===== config.mk =====
export PLATFORM = sky130hd
export DESIGN_NAME = linear_probe_hash_table_core
export DESIGN_NICKNAME = d
export VERILOG_FILES = /design/src/hdl/lph_pkg.sv /design/src/hdl/linear_probe_hash_table_core.sv /design/src/hdl/lph_hash.sv /design/src/hdl/lph_mem.sv
export SDC_FILE = /design/constraint.sdc
export NUM_CORES = 1
export LEC_CHECK = 0
export ABC_AREA = 0
export BUFFER_PORTS_ARGS = -buffer_cell sky130_fd_sc_hd__clkbuf_2
export CORE_MARGIN = 2
export CORE_UTILIZATION = 60
export CTS_CLUSTER_DIAMETER = 30
export DETAILED_ROUTE_END_ITERATION = 10
export GPL_TIMING_DRIVEN = 1
export PLACE_DENSITY = 0.81
export SYNTH_ARGS = -nofsm -noshare
export SYNTH_HDL_FRONTEND = slang
export SYNTH_SLANG_ARGS = --single-unit
export TNS_END_PERCENT = 50

===== constraint.sdc =====
create_clock -name clock -period 2.8 [get_ports clock]
set_input_delay 0.28 -clock clock [delete_from_list [all_inputs] [get_ports clock]]
set_output_delay 0.28 -clock clock [all_outputs]
set_load 0.02 [all_outputs]

===== src/hdl/lph_pkg.sv =====
// Package for the linear probe hash table: item layouts, codes and defaults.
// No dependencies.
package lph_pkg;

   localparam int DEF_TABLE_SIZE = 16;
   localparam int DEF_KEY_BITS   = 16;

   localparam int CMD_W      = 2;
   localparam int REQ_KEY_W  = 16;
   localparam int STATUS_W   = 2;
   localparam int POS_W      = 4;
   localparam int REQ_DATA_W = 24;
   localparam int RSP_DATA_W = 8;

   typedef enum logic [1:0] {
      CMD_INSERT   = 2'd0,
      CMD_REMOVE   = 2'd1,
      CMD_SEARCH   = 2'd2,
      CMD_RESERVED = 2'd3
   } cmd_type;

   typedef enum logic [1:0] {
      ST_OK      = 2'd0,
      ST_DUP     = 2'd1,
      ST_FULL    = 2'd2,
      ST_MISSING = 2'd3
   } status_type;

   typedef enum logic [1:0] {
      TAG_EMPTY   = 2'd0,
      TAG_DELETED = 2'd1,
      TAG_USED    = 2'd2
   } tag_type;

   typedef enum logic [2:0] {
      S_CLEAR = 3'd0,
      S_IDLE  = 3'd1,
      S_HASH  = 3'd2,
      S_PROBE = 3'd3,
      S_DONE  = 3'd4
   } state_type;

   typedef struct packed {
      logic    tag_we;
      logic    key_we;
      tag_type tag;
   } mem_wr_type;

endpackage


===== src/hdl/linear_probe_hash_table_core.sv =====
// Top level of the linear probe hash table: control, probe sequencer, result register.
// Depends on lph_pkg, lph_hash and lph_mem.
//
//   channel | direction | tdata (lowest bit first)       | accepted on
//   req     | in        | command[1:0], key[17:2]        | req_tvalid & req_tready
//   rsp     | out       | status[1:0], position[5:2]     | rsp_tvalid & rsp_tready
//
// An item runs through the home slot remainder, then one tag/key memory read per cycle
// for each of the n slots probed (1 to TABLE_SIZE); the next item is accepted only once
// the block is back in idle. Command 3 skips the hash and the probe.
// After reset a clearing pass writes every tag, with req_tready low.
// A result waiting in the output register holds the block only when the next one is ready.
module linear_probe_hash_table_core import lph_pkg::*; #(
   parameter int TABLE_SIZE = DEF_TABLE_SIZE,
   parameter int KEY_BITS   = DEF_KEY_BITS
) (
   input  logic                  clock,
   input  logic                  reset,
   input  logic                  req_tvalid,
   output logic                  req_tready,
   input  logic [REQ_DATA_W-1:0] req_tdata,  // command[1:0], key[17:2]
   output logic                  rsp_tvalid,
   input  logic                  rsp_tready,
   output logic [RSP_DATA_W-1:0] rsp_tdata   // status[1:0], position[5:2]
);

   localparam int IDX_BITS = $clog2(TABLE_SIZE);
   localparam logic [IDX_BITS-1:0] IDX_LAST = IDX_BITS'(TABLE_SIZE - 1);

   state_type             state_ff, state_in;
   cmd_type               cmd_ff, cmd_in;
   logic [KEY_BITS-1:0]   key_ff, key_in;
   logic [IDX_BITS-1:0]   probe_addr_ff, probe_addr_in;
   logic [IDX_BITS-1:0]   eval_addr_ff, eval_addr_in;
   logic [IDX_BITS-1:0]   cnt_ff, cnt_in;
   logic                  rdv_ff, rdv_in;
   status_type            res_status_ff, res_status_in;
   logic [IDX_BITS-1:0]   res_pos_ff, res_pos_in;
   logic                  rsp_tvalid_ff, rsp_tvalid_in;
   logic [RSP_DATA_W-1:0] rsp_tdata_ff, rsp_tdata_in;

   logic [REQ_KEY_W-1:0]  req_key, req_key_m;
   logic [KEY_BITS-1:0]   req_key_s;
   cmd_type               req_cmd;
   logic                  req_accept;
   logic                  slot_free;

   logic                  hash_start, hash_done;
   logic [IDX_BITS-1:0]   hash_home;

   mem_wr_type            mem_wr;
   logic [IDX_BITS-1:0]   wr_addr, rd_addr;
   logic [KEY_BITS-1:0]   wr_key, rd_key;
   tag_type               rd_tag;

   logic                  hit, empty, free, last;
   logic                  decide, dec_write, dec_key_we;
   tag_type               dec_tag;
   status_type            dec_status;
   logic                  rsp_load;
   status_type            ld_status;
   logic [IDX_BITS-1:0]   ld_pos;
   logic [POS_W-1:0]      ld_pos4;

   function automatic logic [IDX_BITS-1:0] next_idx(input logic [IDX_BITS-1:0] a);
      next_idx = (a == IDX_LAST) ? '0 : a + IDX_BITS'(1);
   endfunction

   assign req_key    = req_tdata[CMD_W +: REQ_KEY_W];
   assign req_key_s  = KEY_BITS'({{KEY_BITS{1'b0}}, req_key});
   assign req_key_m  = REQ_KEY_W'({{REQ_KEY_W{1'b0}}, req_key_s});
   assign req_cmd    = cmd_type'(req_tdata[CMD_W-1:0]);
   assign req_accept = req_tvalid && req_tready;
   assign slot_free  = !rsp_tvalid_ff || rsp_tready;

   lph_hash #(
      .TABLE_SIZE(TABLE_SIZE)
   ) u_hash (
      .clock(clock),
      .reset(reset),
      .start(hash_start),
      .key  (req_key_m),
      .done (hash_done),
      .home (hash_home)
   );

   lph_mem #(
      .TABLE_SIZE(TABLE_SIZE),
      .KEY_BITS  (KEY_BITS)
   ) u_mem (
      .clock  (clock),
      .wr     (mem_wr),
      .wr_addr(wr_addr),
      .wr_key (wr_key),
      .rd_addr(rd_addr),
      .rd_tag (rd_tag),
      .rd_key (rd_key)
   );

   // probe evaluation on the slot read in the previous cycle
   always_comb begin
      hit        = rdv_ff && (rd_tag == TAG_USED) && (rd_key == key_ff);
      empty      = rdv_ff && (rd_tag == TAG_EMPTY);
      free       = empty || (rdv_ff && (rd_tag == TAG_DELETED));
      last       = rdv_ff && (cnt_ff == IDX_LAST);
      decide     = 1'b0;
      dec_write  = 1'b0;
      dec_key_we = 1'b0;
      dec_tag    = TAG_USED;
      dec_status = ST_MISSING;
      if (state_ff == S_PROBE && rdv_ff) begin
         if (cmd_ff == CMD_INSERT) begin
            if (free) begin
               decide     = 1'b1;
               dec_status = ST_OK;
               dec_write  = 1'b1;
               dec_key_we = 1'b1;
            end else if (hit) begin
               decide     = 1'b1;
               dec_status = ST_DUP;
            end else if (last) begin
               decide     = 1'b1;
               dec_status = ST_FULL;
            end
         end else begin
            if (hit) begin
               decide     = 1'b1;
               dec_status = ST_OK;
               if (cmd_ff == CMD_REMOVE) begin
                  dec_write = 1'b1;
                  dec_tag   = TAG_DELETED;
               end
            end else if (empty || last) begin
               decide     = 1'b1;
               dec_status = ST_MISSING;
            end
         end
      end
   end

   always_comb begin
      state_in = state_ff;
      case (state_ff)
         S_CLEAR: begin
            if (probe_addr_ff == IDX_LAST) begin
               state_in = S_IDLE;
            end
         end
         S_IDLE: begin
            if (req_accept) begin
               state_in = (req_cmd == CMD_RESERVED) ? S_DONE : S_HASH;
            end
         end
         S_HASH: begin
            if (hash_done) begin
               state_in = S_PROBE;
            end
         end
         S_PROBE: begin
            if (decide) begin
               state_in = slot_free ? S_IDLE : S_DONE;
            end
         end
         S_DONE: begin
            if (slot_free) begin
               state_in = S_IDLE;
            end
         end
         default: begin
            state_in = S_CLEAR;
         end
      endcase
   end

   always_comb begin
      cmd_in        = cmd_ff;
      key_in        = key_ff;
      probe_addr_in = probe_addr_ff;
      eval_addr_in  = eval_addr_ff;
      cnt_in        = cnt_ff;
      rdv_in        = rdv_ff;
      res_status_in = res_status_ff;
      res_pos_in    = res_pos_ff;
      req_tready    = 1'b0;
      hash_start    = 1'b0;
      mem_wr.tag_we = 1'b0;
      mem_wr.key_we = 1'b0;
      mem_wr.tag    = dec_tag;
      wr_addr       = eval_addr_ff;
      wr_key        = key_ff;
      rd_addr       = probe_addr_ff;
      rsp_load      = 1'b0;
      case (state_ff)
         S_CLEAR: begin
            mem_wr.tag_we = 1'b1;
            mem_wr.tag    = TAG_EMPTY;
            wr_addr       = probe_addr_ff;
            probe_addr_in = next_idx(probe_addr_ff);
         end
         S_IDLE: begin
            req_tready = 1'b1;
            if (req_accept) begin
               cmd_in        = req_cmd;
               key_in        = req_key_s;
               res_status_in = ST_MISSING;
               res_pos_in    = '0;
               hash_start    = (req_cmd != CMD_RESERVED);
            end
         end
         S_HASH: begin
            if (hash_done) begin
               probe_addr_in = hash_home;
               cnt_in        = '0;
               rdv_in        = 1'b0;
            end
         end
         S_PROBE: begin
            if (decide) begin
               rdv_in        = 1'b0;
               mem_wr.tag_we = dec_write;
               mem_wr.key_we = dec_key_we;
               res_status_in = dec_status;
               res_pos_in    = (dec_status == ST_OK) ? eval_addr_ff : '0;
               rsp_load      = slot_free;
            end else begin
               rdv_in        = 1'b1;
               eval_addr_in  = probe_addr_ff;
               probe_addr_in = next_idx(probe_addr_ff);
               if (rdv_ff) begin
                  cnt_in = cnt_ff + IDX_BITS'(1);
               end
            end
         end
         S_DONE: begin
            rsp_load = slot_free;
         end
         default: begin
         end
      endcase
   end

   // result register
   always_comb begin
      ld_status     = (state_ff == S_PROBE) ? res_status_in : res_status_ff;
      ld_pos        = (state_ff == S_PROBE) ? res_pos_in : res_pos_ff;
      ld_pos4       = POS_W'({{POS_W{1'b0}}, ld_pos});
      rsp_tvalid_in = rsp_tvalid_ff && !rsp_tready;
      rsp_tdata_in  = rsp_tdata_ff;
      if (rsp_load) begin
         rsp_tvalid_in = 1'b1;
         rsp_tdata_in  = RSP_DATA_W'({ld_pos4, ld_status});
      end
   end

   always_ff @(posedge clock) begin
      if (reset) begin
         state_ff      <= S_CLEAR;
         probe_addr_ff <= '0;
         cnt_ff        <= '0;
         rdv_ff        <= 1'b0;
         rsp_tvalid_ff <= 1'b0;
      end else begin
         state_ff      <= state_in;
         probe_addr_ff <= probe_addr_in;
         cnt_ff        <= cnt_in;
         rdv_ff        <= rdv_in;
         rsp_tvalid_ff <= rsp_tvalid_in;
      end
   end

   always_ff @(posedge clock) begin
      cmd_ff        <= cmd_in;
      key_ff        <= key_in;
      eval_addr_ff  <= eval_addr_in;
      res_status_ff <= res_status_in;
      res_pos_ff    <= res_pos_in;
      rsp_tdata_ff  <= rsp_tdata_in;
   end

   assign rsp_tvalid = rsp_tvalid_ff;
   assign rsp_tdata  = rsp_tdata_ff;

   a_wr_state: assert property (@(posedge clock) disable iff (reset)
      (mem_wr.tag_we || mem_wr.key_we) |-> (state_ff == S_PROBE || state_ff == S_CLEAR))
      else $error("slot memory written outside clear or probe");

   a_full_pass: assert property (@(posedge clock) disable iff (reset)
      (state_ff == S_PROBE && rdv_ff && cnt_ff == IDX_LAST) |-> decide)
      else $error("probe ran past a full pass");

   a_hash_done: assert property (@(posedge clock) disable iff (reset)
      hash_done |-> (state_ff == S_HASH))
      else $error("home slot ready outside hash state");

   a_no_overwrite: assert property (@(posedge clock) disable iff (reset)
      rsp_load |-> (!rsp_tvalid_ff || rsp_tready))
      else $error("pending result overwritten");

   a_pos_zero: assert property (@(posedge clock) disable iff (reset)
      (rsp_load && ld_status != ST_OK) |=> (rsp_tdata_ff[STATUS_W +: POS_W] == '0))
      else $error("nonzero position on failed item");

endmodule


===== src/hdl/lph_hash.sv =====
// Home slot unit: key mod TABLE_SIZE by reciprocal multiplication; the quotient is
// registered first, then the remainder from it. Depends on lph_pkg.
module lph_hash import lph_pkg::*; #(
   parameter int TABLE_SIZE = DEF_TABLE_SIZE
) (
   input  logic                          clock,
   input  logic                          reset,
   input  logic                          start,
   input  logic [REQ_KEY_W-1:0]          key,
   output logic                          done,
   output logic [$clog2(TABLE_SIZE)-1:0] home
);

   localparam int IDX_BITS    = $clog2(TABLE_SIZE);
   localparam int RECIP_SHIFT = 32;
   localparam int PROD_W      = REQ_KEY_W + RECIP_SHIFT;
   // ceil(2^32 / TABLE_SIZE): exact quotient for 16-bit keys
   localparam logic [RECIP_SHIFT-1:0] RECIP = RECIP_SHIFT'(
      ((64'd1 << RECIP_SHIFT) + 64'(TABLE_SIZE) - 64'd1) / 64'(TABLE_SIZE));
   localparam logic [IDX_BITS-1:0] TS_LOW = IDX_BITS'(TABLE_SIZE);

   logic                  busy_ff, busy_in;
   logic                  phase_ff, phase_in;
   logic                  done_ff, done_in;
   logic [REQ_KEY_W-1:0]  key_ff, key_in;
   logic [IDX_BITS-1:0]   quot_ff, quot_in;
   logic [IDX_BITS-1:0]   rem_ff, rem_in;
   logic [PROD_W-1:0]     prod;
   logic [IDX_BITS-1:0]   quot_ts;

   // remainder is below TABLE_SIZE, so the low index bits are enough
   always_comb begin
      prod    = PROD_W'(key_ff) * PROD_W'(RECIP);
      quot_ts = quot_ff * TS_LOW;
   end

   always_comb begin
      busy_in  = busy_ff;
      phase_in = phase_ff;
      done_in  = 1'b0;
      key_in   = key_ff;
      quot_in  = quot_ff;
      rem_in   = rem_ff;
      if (start) begin
         busy_in  = 1'b1;
         phase_in = 1'b0;
         key_in   = key;
      end else if (busy_ff) begin
         if (!phase_ff) begin
            quot_in  = prod[RECIP_SHIFT +: IDX_BITS];
            phase_in = 1'b1;
         end else begin
            rem_in  = key_ff[IDX_BITS-1:0] - quot_ts;
            busy_in = 1'b0;
            done_in = 1'b1;
         end
      end
   end

   always_ff @(posedge clock) begin
      if (reset) begin
         busy_ff  <= 1'b0;
         phase_ff <= 1'b0;
         done_ff  <= 1'b0;
      end else begin
         busy_ff  <= busy_in;
         phase_ff <= phase_in;
         done_ff  <= done_in;
      end
   end

   always_ff @(posedge clock) begin
      key_ff  <= key_in;
      quot_ff <= quot_in;
      rem_ff  <= rem_in;
   end

   assign done = done_ff;
   assign home = rem_ff;

endmodule


===== src/hdl/lph_mem.sv =====
// Slot storage: tag memory and key memory, one write and one read port each,
// registered read data. Depends on lph_pkg.
module lph_mem import lph_pkg::*; #(
   parameter int TABLE_SIZE = DEF_TABLE_SIZE,
   parameter int KEY_BITS   = DEF_KEY_BITS
) (
   input  logic                          clock,
   input  mem_wr_type                    wr,
   input  logic [$clog2(TABLE_SIZE)-1:0] wr_addr,
   input  logic [KEY_BITS-1:0]           wr_key,
   input  logic [$clog2(TABLE_SIZE)-1:0] rd_addr,
   output tag_type                       rd_tag,
   output logic [KEY_BITS-1:0]           rd_key
);

   tag_type             tag_mem_ff [TABLE_SIZE];
   logic [KEY_BITS-1:0] key_mem_ff [TABLE_SIZE];
   tag_type             rd_tag_ff;
   logic [KEY_BITS-1:0] rd_key_ff;

   always_ff @(posedge clock) begin
      if (wr.tag_we) begin
         tag_mem_ff[wr_addr] <= wr.tag;
      end
      rd_tag_ff <= tag_mem_ff[rd_addr];
   end

   always_ff @(posedge clock) begin
      if (wr.key_we) begin
         key_mem_ff[wr_addr] <= wr_key;
      end
      rd_key_ff <= key_mem_ff[rd_addr];
   end

   assign rd_tag = rd_tag_ff;
   assign rd_key = rd_key_ff;

endmodule

# Word level (Yosys, flattened, before mapping)
# Memories as Yosys holds them, arrays and structs flattened. A register that Yosys moved wholly into a read port is not among the register bits.
# Index checks and enable logic that the tools add are counted.
[classes] addsub=2 n_reduce_logical=28 eq_ne=19 bitwise_logic=3 muxes=71
[op_table] op="4-bit two-way mux" count=11
[op_table] op="1-bit two-way mux" count=31
[op_table] op="2-bit two-way mux" count=14
[op_table] op="3-bit two-way mux" count=7
[op_table] op="16-bit == test" count=1
[op_table] op="4-bit one-hot mux with 2 select lines" count=2
[op_table] op="3-bit one-hot mux with 5 select lines" count=1
[op_table] op="2-bit inequality test, second input constant" count=7
[op_table] op="4-bit one-hot mux with 3 select lines" count=1
[op_table] op="4-bit by 1-bit adder with 4-bit output, second input constant" count=2
[op_table] op="4-bit == test, second input constant" count=2
[op_table] op="1-bit logical AND" count=8
[op_table] op="3-bit by 2-bit == test with 1-bit output, second input constant" count=2
[op_table] op="2-bit zero test" count=3
[op_table] op="1-bit one-hot mux with 2 select lines" count=3
[op_table] op="2-bit AND reduction" count=3
[op_table] op="3-bit AND reduction" count=2
[op_table] op="5-bit AND reduction" count=1
[op_table] op="2-bit by 1-bit == test with 1-bit output, second input constant" count=2
[op_table] op="2-bit == test, second input constant" count=2
[op_table] op="2-bit one-hot mux with 2 select lines" count=1
[op_table] op="4-bit AND reduction" count=1
[op_table] op="3-bit by 1-bit == test with 1-bit output, second input constant" count=1
[op_table] op="3-bit == test, second input constant" count=1
[op_table] op="9 further kinds" count=14
[totals] inputBits=28 mem_bits_rw=288 ff_bits=58 output_inout_bits=10 n_memories=2 word_cells=141
[mem_list] name="u_mem.key_mem_ff" words=16 width=16 rd=1 rd_ports_with_merged_regs=1 write_ports=1 line_no="lph_mem.sv:17" source="logic [KEY_BITS-1:0] key_mem_ff [TABLE_SIZE];"
[mem_list] name="u_mem.tag_mem_ff" words=16 width=2 rd=1 rd_ports_with_merged_regs=1 write_ports=1 line_no="lph_mem.sv:16" source="tag_type tag_mem_ff [TABLE_SIZE];"

# Longest topological paths before layout
[depth] word_depth=12 mapped_depth=9 depth_no_buf=7

# Modules after synthesis
# From an unflattened synthesis, not the netlist that was laid out.
[unflattened] cells_unflattened=742 area_unflattened_um2=14123.5
[by_module_without_submodules] mod="lph_mem" cells_each=506 seq_area_each_um2=9008.6 area_per_inst_um2=11423.5 n_inst=1
[by_module_without_submodules] mod="linear_probe_hash_table_core" cells_each=217 seq_area_each_um2=1221.2 area_per_inst_um2=2359.8 n_inst=1
[by_module_without_submodules] mod="lph_hash" cells_each=19 seq_area_each_um2=300.3 area_per_inst_um2=340.3 n_inst=1

# Worst setup path before layout
# No wires, ideal clock.
[synth_path] path_type="flip-flop to flip-flop" from="reg probe_addr_ff[1]" to="mem u_mem.key_mem_ff[2][0] in the netlist's numbering, enable pin" path_buffers=3 setup_time_ns=0.389 t_arrival_ns=2.173 synth_period_minus_slack_ns=2.561 slack_ns=0.239 stages_incl_launch_ff=7 t_required_ns=2.411 cell_sequence="dfxtp_1 -> clkbuf_1 -> buf_2 -> clkbuf_1 -> a31oi_1 -> nand2b_1 -> nor2_1"
[synth_between] elab_chain_len=1
[synth_rtl] element="from (decl)" line_no="linear_probe_hash_table_core.sv:33" source="logic [IDX_BITS-1:0] probe_addr_ff, probe_addr_in;"
[synth_rtl] element="from (signal assigned)" line_no="linear_probe_hash_table_core.sv:264" source="probe_addr_ff <= probe_addr_in;"
[synth_rtl] element="4-bit two-way mux" line_no="linear_probe_hash_table_core.sv:193" source="case (state_ff)"
[synth_rtl] element="to (decl)" line_no="lph_mem.sv:17"
# No other way between the ends.

# Worst setup path in the final report
[layout_path] from="reg state_ff[1]" to="mem u_mem.key_mem_ff[3][7] in the netlist's numbering, enable pin"
[layout_between] elab_chain_len=7 word_cells_on_any_way=10 classes_between="eq/ne (1); mux (7); reduce/logical (2)"
[layout_rtl] element="from (decl)" line_no="linear_probe_hash_table_core.sv:30" source="state_type state_ff, state_in;"
[layout_rtl] element="from (signal assigned)" line_no="linear_probe_hash_table_core.sv:263" source="state_ff <= state_in;"
[layout_rtl] element="3-bit by 2-bit == test with 1-bit output" line_no="linear_probe_hash_table_core.sv:111, linear_probe_hash_table_core.sv:193"
[layout_rtl] element="1-bit logical AND" line_no="linear_probe_hash_table_core.sv:111" source="if (state_ff == S_PROBE && rdv_ff) begin"
[layout_rtl] element="1-bit two-way mux" line_no="linear_probe_hash_table_core.sv:111"
[layout_rtl] element="2-bit two-way mux" line_no="linear_probe_hash_table_core.sv:218" source="if (decide) begin"
[layout_rtl] element="1-bit two-way mux" line_no="linear_probe_hash_table_core.sv:193"
[layout_rtl] element="1-bit two-way mux" line_no="lph_mem.sv:29" source="if (wr.key_we) begin"
[layout_rtl] element="1-bit two-way mux (implied by the code)" line_no="lph_mem.sv:30" source="key_mem_ff[wr_addr] <= wr_key;"
# Parallel ways exist; a longest one is shown, timed or not.

==> run_results.csv <==
group,metric,value,unit
die,die_w,157.6,um
route,final_antenna_net_count,0,
sta,tightest_slew,0.8879,ns
sta,skew,0.02063,ns
logic_synthesis,postSynthCellCount,704,
placement,place_hpwl,17.64,mm
critical_path,cp.arrival,2.95,ns
clock_tree,cts_tree,"built",
logic_synthesis,netlist.top_cell.by_area,"sky130_fd_sc_hd__edfxtp_1",
logic_synthesis,syn_area,0.01415,mm2
pwr,pwr-share-seq,43.3,%
clock_tree,clock_latency_on_the_worst_skew_pair,0.57,ns
min_path,worst_hold_path_type,"in -> reg",
sta,final_critical_path_setup_slack,0.09347,ns
sta,period_needed,2.707,ns
pwr,p_total,13.75,mW
route,post-route-drc-count,0,
global_routing,grt_start_max_net_pins,52,
route,detail_route.first_pass.iterations,5,
die,core_area,0.02333,mm2
die,pin_count,38,
sta,hold_viol,0,
clock_tree,tritoncts_num_sinks,364,
global_routing,grt.total_usage,27.32,%
job,drv.max_cap_violation_count,0,
logic_synthesis,synth-edff-count,324,
sta,slew_headroom,40.53,%
clock_tree,clkTransAtPathRegs,0.05,ns
logic_synthesis,commonest_cells_post_synth,"324 x sky130_fd_sc_hd__edfxtp_1, 90 x sky130_fd_sc_hd__mux4_2, 40 x sky130_fd_sc_hd__dfxtp_1",
global_routing,initial_antenna_violation_count,0,
critical_path,cp_data_required_time,3.05,ns
logic_synthesis,yosys-top-cells-area,"sky130_fd_sc_hd__edfxtp_1 69%, sky130_fd_sc_hd__mux4_2 14%, sky130_fd_sc_hd__dfxtp_1 5.7%, sky130_fd_sc_hd__xor2_1 0.93%, sky130_fd_sc_hd__nor2_1 0.90%",
final_layout,n_antenna_cell,0,
pwr,power.share.combinational,3.7,%
logic_synthesis,synthesis.yosys.warnings,0,
route,drt-vias-per-instance,6.383,
final_layout,nFillCells,1223,
route,starting_drc_count_in_detailed_routing,841,
placement,routabilityCongestion,0.8444,
placement,numPlacedInstances,1080,
critical_path,crit_path_start_kind,"register",
critical_path,path_class,"reg -> reg",
logic_synthesis,yosys.cell_count.top_type,"sky130_fd_sc_hd__edfxtp_1",
critical_path,reg2reg_slack,0.09,ns
sta,grt_setup_unrepaired,"no",
die,die_area,0.02483,mm2
die,floorplan.initialDensity,60.65,%
final_layout,instances_no_fill,1206,
logic_synthesis,flops_latches_synth,364,
pwr,power.internal,10.92,mW
sta,final.setup.tns,0,ns
final_layout,areaGrowthSynthToFinish,21.69,%
clock_tree,clock_tree.htree_level_count,2,
clock_tree,cts_root_buf,"sky130_fd_sc_hd__clkbuf_16",
die,std_cell_rows,56,
global_routing,grt_remaining_overflow,0,
route,route.detailed.wl_per_inst,26.90,um
route,postRouteWirelength,32.45,mm
critical_path,endpoint_kind,"register",
pwr,net_switching_power_of_the_design,2.829,mW
global_routing,grt_first_pass_wirelength,48.57,mm
pwr,static_leakage,5.748,nW
placement,portBuffers,29,
route,dr_total_vias,7698,
pwr,power-per-cell-area,798.4,mW/mm2
die,fp.dieH,157.6,um
clock_tree,clock_path_buffers,3,
logic_synthesis,yosys_most_used_dff,"sky130_fd_sc_hd__edfxtp_1",
sta,report.final.setup_viol,0,
clock_tree,cts_made_buffers,57,
clock_tree,postCtsSetupBuffers,0,
sta,final_min_period_over_clock_period,96.66,%
pwr,share_clk_of_total_power,53.0,%
logic_synthesis,synth_async_sr_flop_share,0,%
sta,slew_violations,0,
pwr,peakVddDrop,693.6,uV
critical_path,critPathMaxFanout,13,
logic_synthesis,synth.lib_cells_used.distinct,57,
logic_synthesis,synth.top_cell.area_share,68.75,%
final_layout,total_nets_final,868,
status,run_status,"completed",
final_layout,layout-drive-gt1-share,33.93,%
placement,dp_slack,0.1608,ns
global_routing,number_of_global_route_vias_before_repair,7805,
sta,clock.fmax,369.5,MHz
pwr,switching_share,20.58,%
logic_synthesis,ys_seq_area_share,74.41,%
logic_synthesis,synth.avg_cell_area,20.10,um2
per-stage QoR:
| step | instance area, um2 | hold slack, ns | utilization [%] |
|---|---|---|---|
| 6_report | 17220 | 0.1157 | 73.80 |
| 5_1_grt | 17220 | 0.1511 | 73.80 |
| 4_1_cts | 17210 | 0.1056 | 73.77 |
| 3_5_place_dp | 15000 | 0.4099 | 64.31 |
| 3_3_place_gp | 15000 | 0.4043 | 64.31 |
| 2_1_floorplan | 14150 | 0.3789 | - |
power by group through the flow:
stage	registers, mW	clock network [mW]	logic, mW
2_1_floorplan	6.02	0	0.393
3_3_place_gp	6.05	0	0.461
3_5_place_dp	6.06	0	0.475
4_1_cts	5.95	7.36	0.509
5_1_grt	5.96	7.60	0.535
6_report	5.95	7.29	0.504
critical path, cell delays in order, from the launching register on:
cell and delay (ns):
sky130_fd_sc_hd__dfxtp_1 0.56, sky130_fd_sc_hd__nor2b_4 0.26, sky130_fd_sc_hd__and3_1 0.34, sky130_fd_sc_hd__and2_1 0.40, sky130_fd_sc_hd__nand2b_1 0.21, sky130_fd_sc_hd__nor2_1 0.28, sky130_fd_sc_hd__buf_4 0.33
metal layers:
layer	vias to the layer above	routed length [um]	global-route usage, %
li1	3168	-	-
met1	3972	12400	37.70
met2	475	16590	44.85
met3	83	2494	4.982
met4	0	966	9.524
met5	-	0	0
repair_timing:
item                                    4_1_cts  5_1_grt
gates resized for setup                       0        2
endpoints found under the setup margin        0       28
hold buffers                                 18        0
hold endpoints to repair                     22        0
kinds of logic after synthesis:
family	count (synthesis)	synth area share, %
AO/OA/AOI/OAI	67	3.369
XOR/XNOR	16	0.9903
buffers and inverters	42	1.583
AND/OR/NAND/NOR	118	4.792
other	1	0.02650
flip-flops	364	74.41
adder cells (fa/ha/maj)	2	0.1768
multiplexers	94	14.65
registers in the layout (all words and copies together), names as in the netlist, 4 cells and up:
name and flops:
cnt_ff 4, eval_addr_ff 4, key_ff 16, probe_addr_ff 4, res_pos_ff 4, rsp_tdata 6
u_hash.home 4, u_hash.key_ff 4, u_mem.key_mem_ff 256, u_mem.rd_key 16, u_mem.tag_mem_ff 32
final timing paths:
path                              start                          endpoint  depth (start not counted)
max            state_ff[1]$_SDFFE_PP0P_  u_mem.key_mem_ff[3][7]$_DFFE_PP_                          6
min                          rsp_tready          state_ff[0]$_SDFFE_PP0P_                          3
max reg2reg    state_ff[1]$_SDFFE_PP0P_  u_mem.key_mem_ff[3][7]$_DFFE_PP_                          6
min reg2reg  u_hash.key_ff[2]$_DFFE_PP_          u_hash.home[2]$_DFFE_PP_                          0
cell usage in the layout (no fill, tap or decap), types with 8 or more instances in the layout:
| cell | netlist | layout |
|---|---|---|
| sky130_fd_sc_hd__bufinv_16 | 0 | 9 |
| sky130_fd_sc_hd__dfxtp_1 | 40 | 38 |
| sky130_fd_sc_hd__clkbuf_2 | 0 | 29 |
| sky130_fd_sc_hd__dlygate4sd3_1 | 0 | 18 |
| sky130_fd_sc_hd__mux4_2 | 90 | 90 |
| sky130_fd_sc_hd__nor3_1 | 20 | 20 |
| sky130_fd_sc_hd__nor2_1 | 34 | 33 |
| sky130_fd_sc_hd__a22o_1 | 8 | 8 |
| sky130_fd_sc_hd__nor3b_1 | 8 | 8 |
| sky130_fd_sc_hd__o21ai_0 | 11 | 11 |
| sky130_fd_sc_hd__inv_1 | 9 | 9 |
| sky130_fd_sc_hd__buf_4 | 3 | 57 |
| sky130_fd_sc_hd__a21oi_1 | 15 | 15 |
| sky130_fd_sc_hd__edfxtp_1 | 324 | 324 |
| sky130_fd_sc_hd__xor2_1 | 15 | 15 |
| sky130_fd_sc_hd__nand2_1 | 12 | 12 |
| sky130_fd_sc_hd__clkbuf_16 | 0 | 58 |
cell type report:
| cell class | instances | area (um2) | share of cell area (%) |
|---|---|---|---|
| clock inverters | 40 | 508.0 | 2.950 |
| repair buffers | 107 | 813.3 | 4.723 |
| well taps | 319 | 399.1 | 2.318 |
| flip-flops and latches | 364 | 10540 | 61.19 |
| clock buffers | 68 | 1519 | 8.821 |
| inverters | 9 | 33.78 | 0.1962 |
| multi-input cells | 299 | 3410 | 19.80 |
Power figures use the tool's default switching activity.
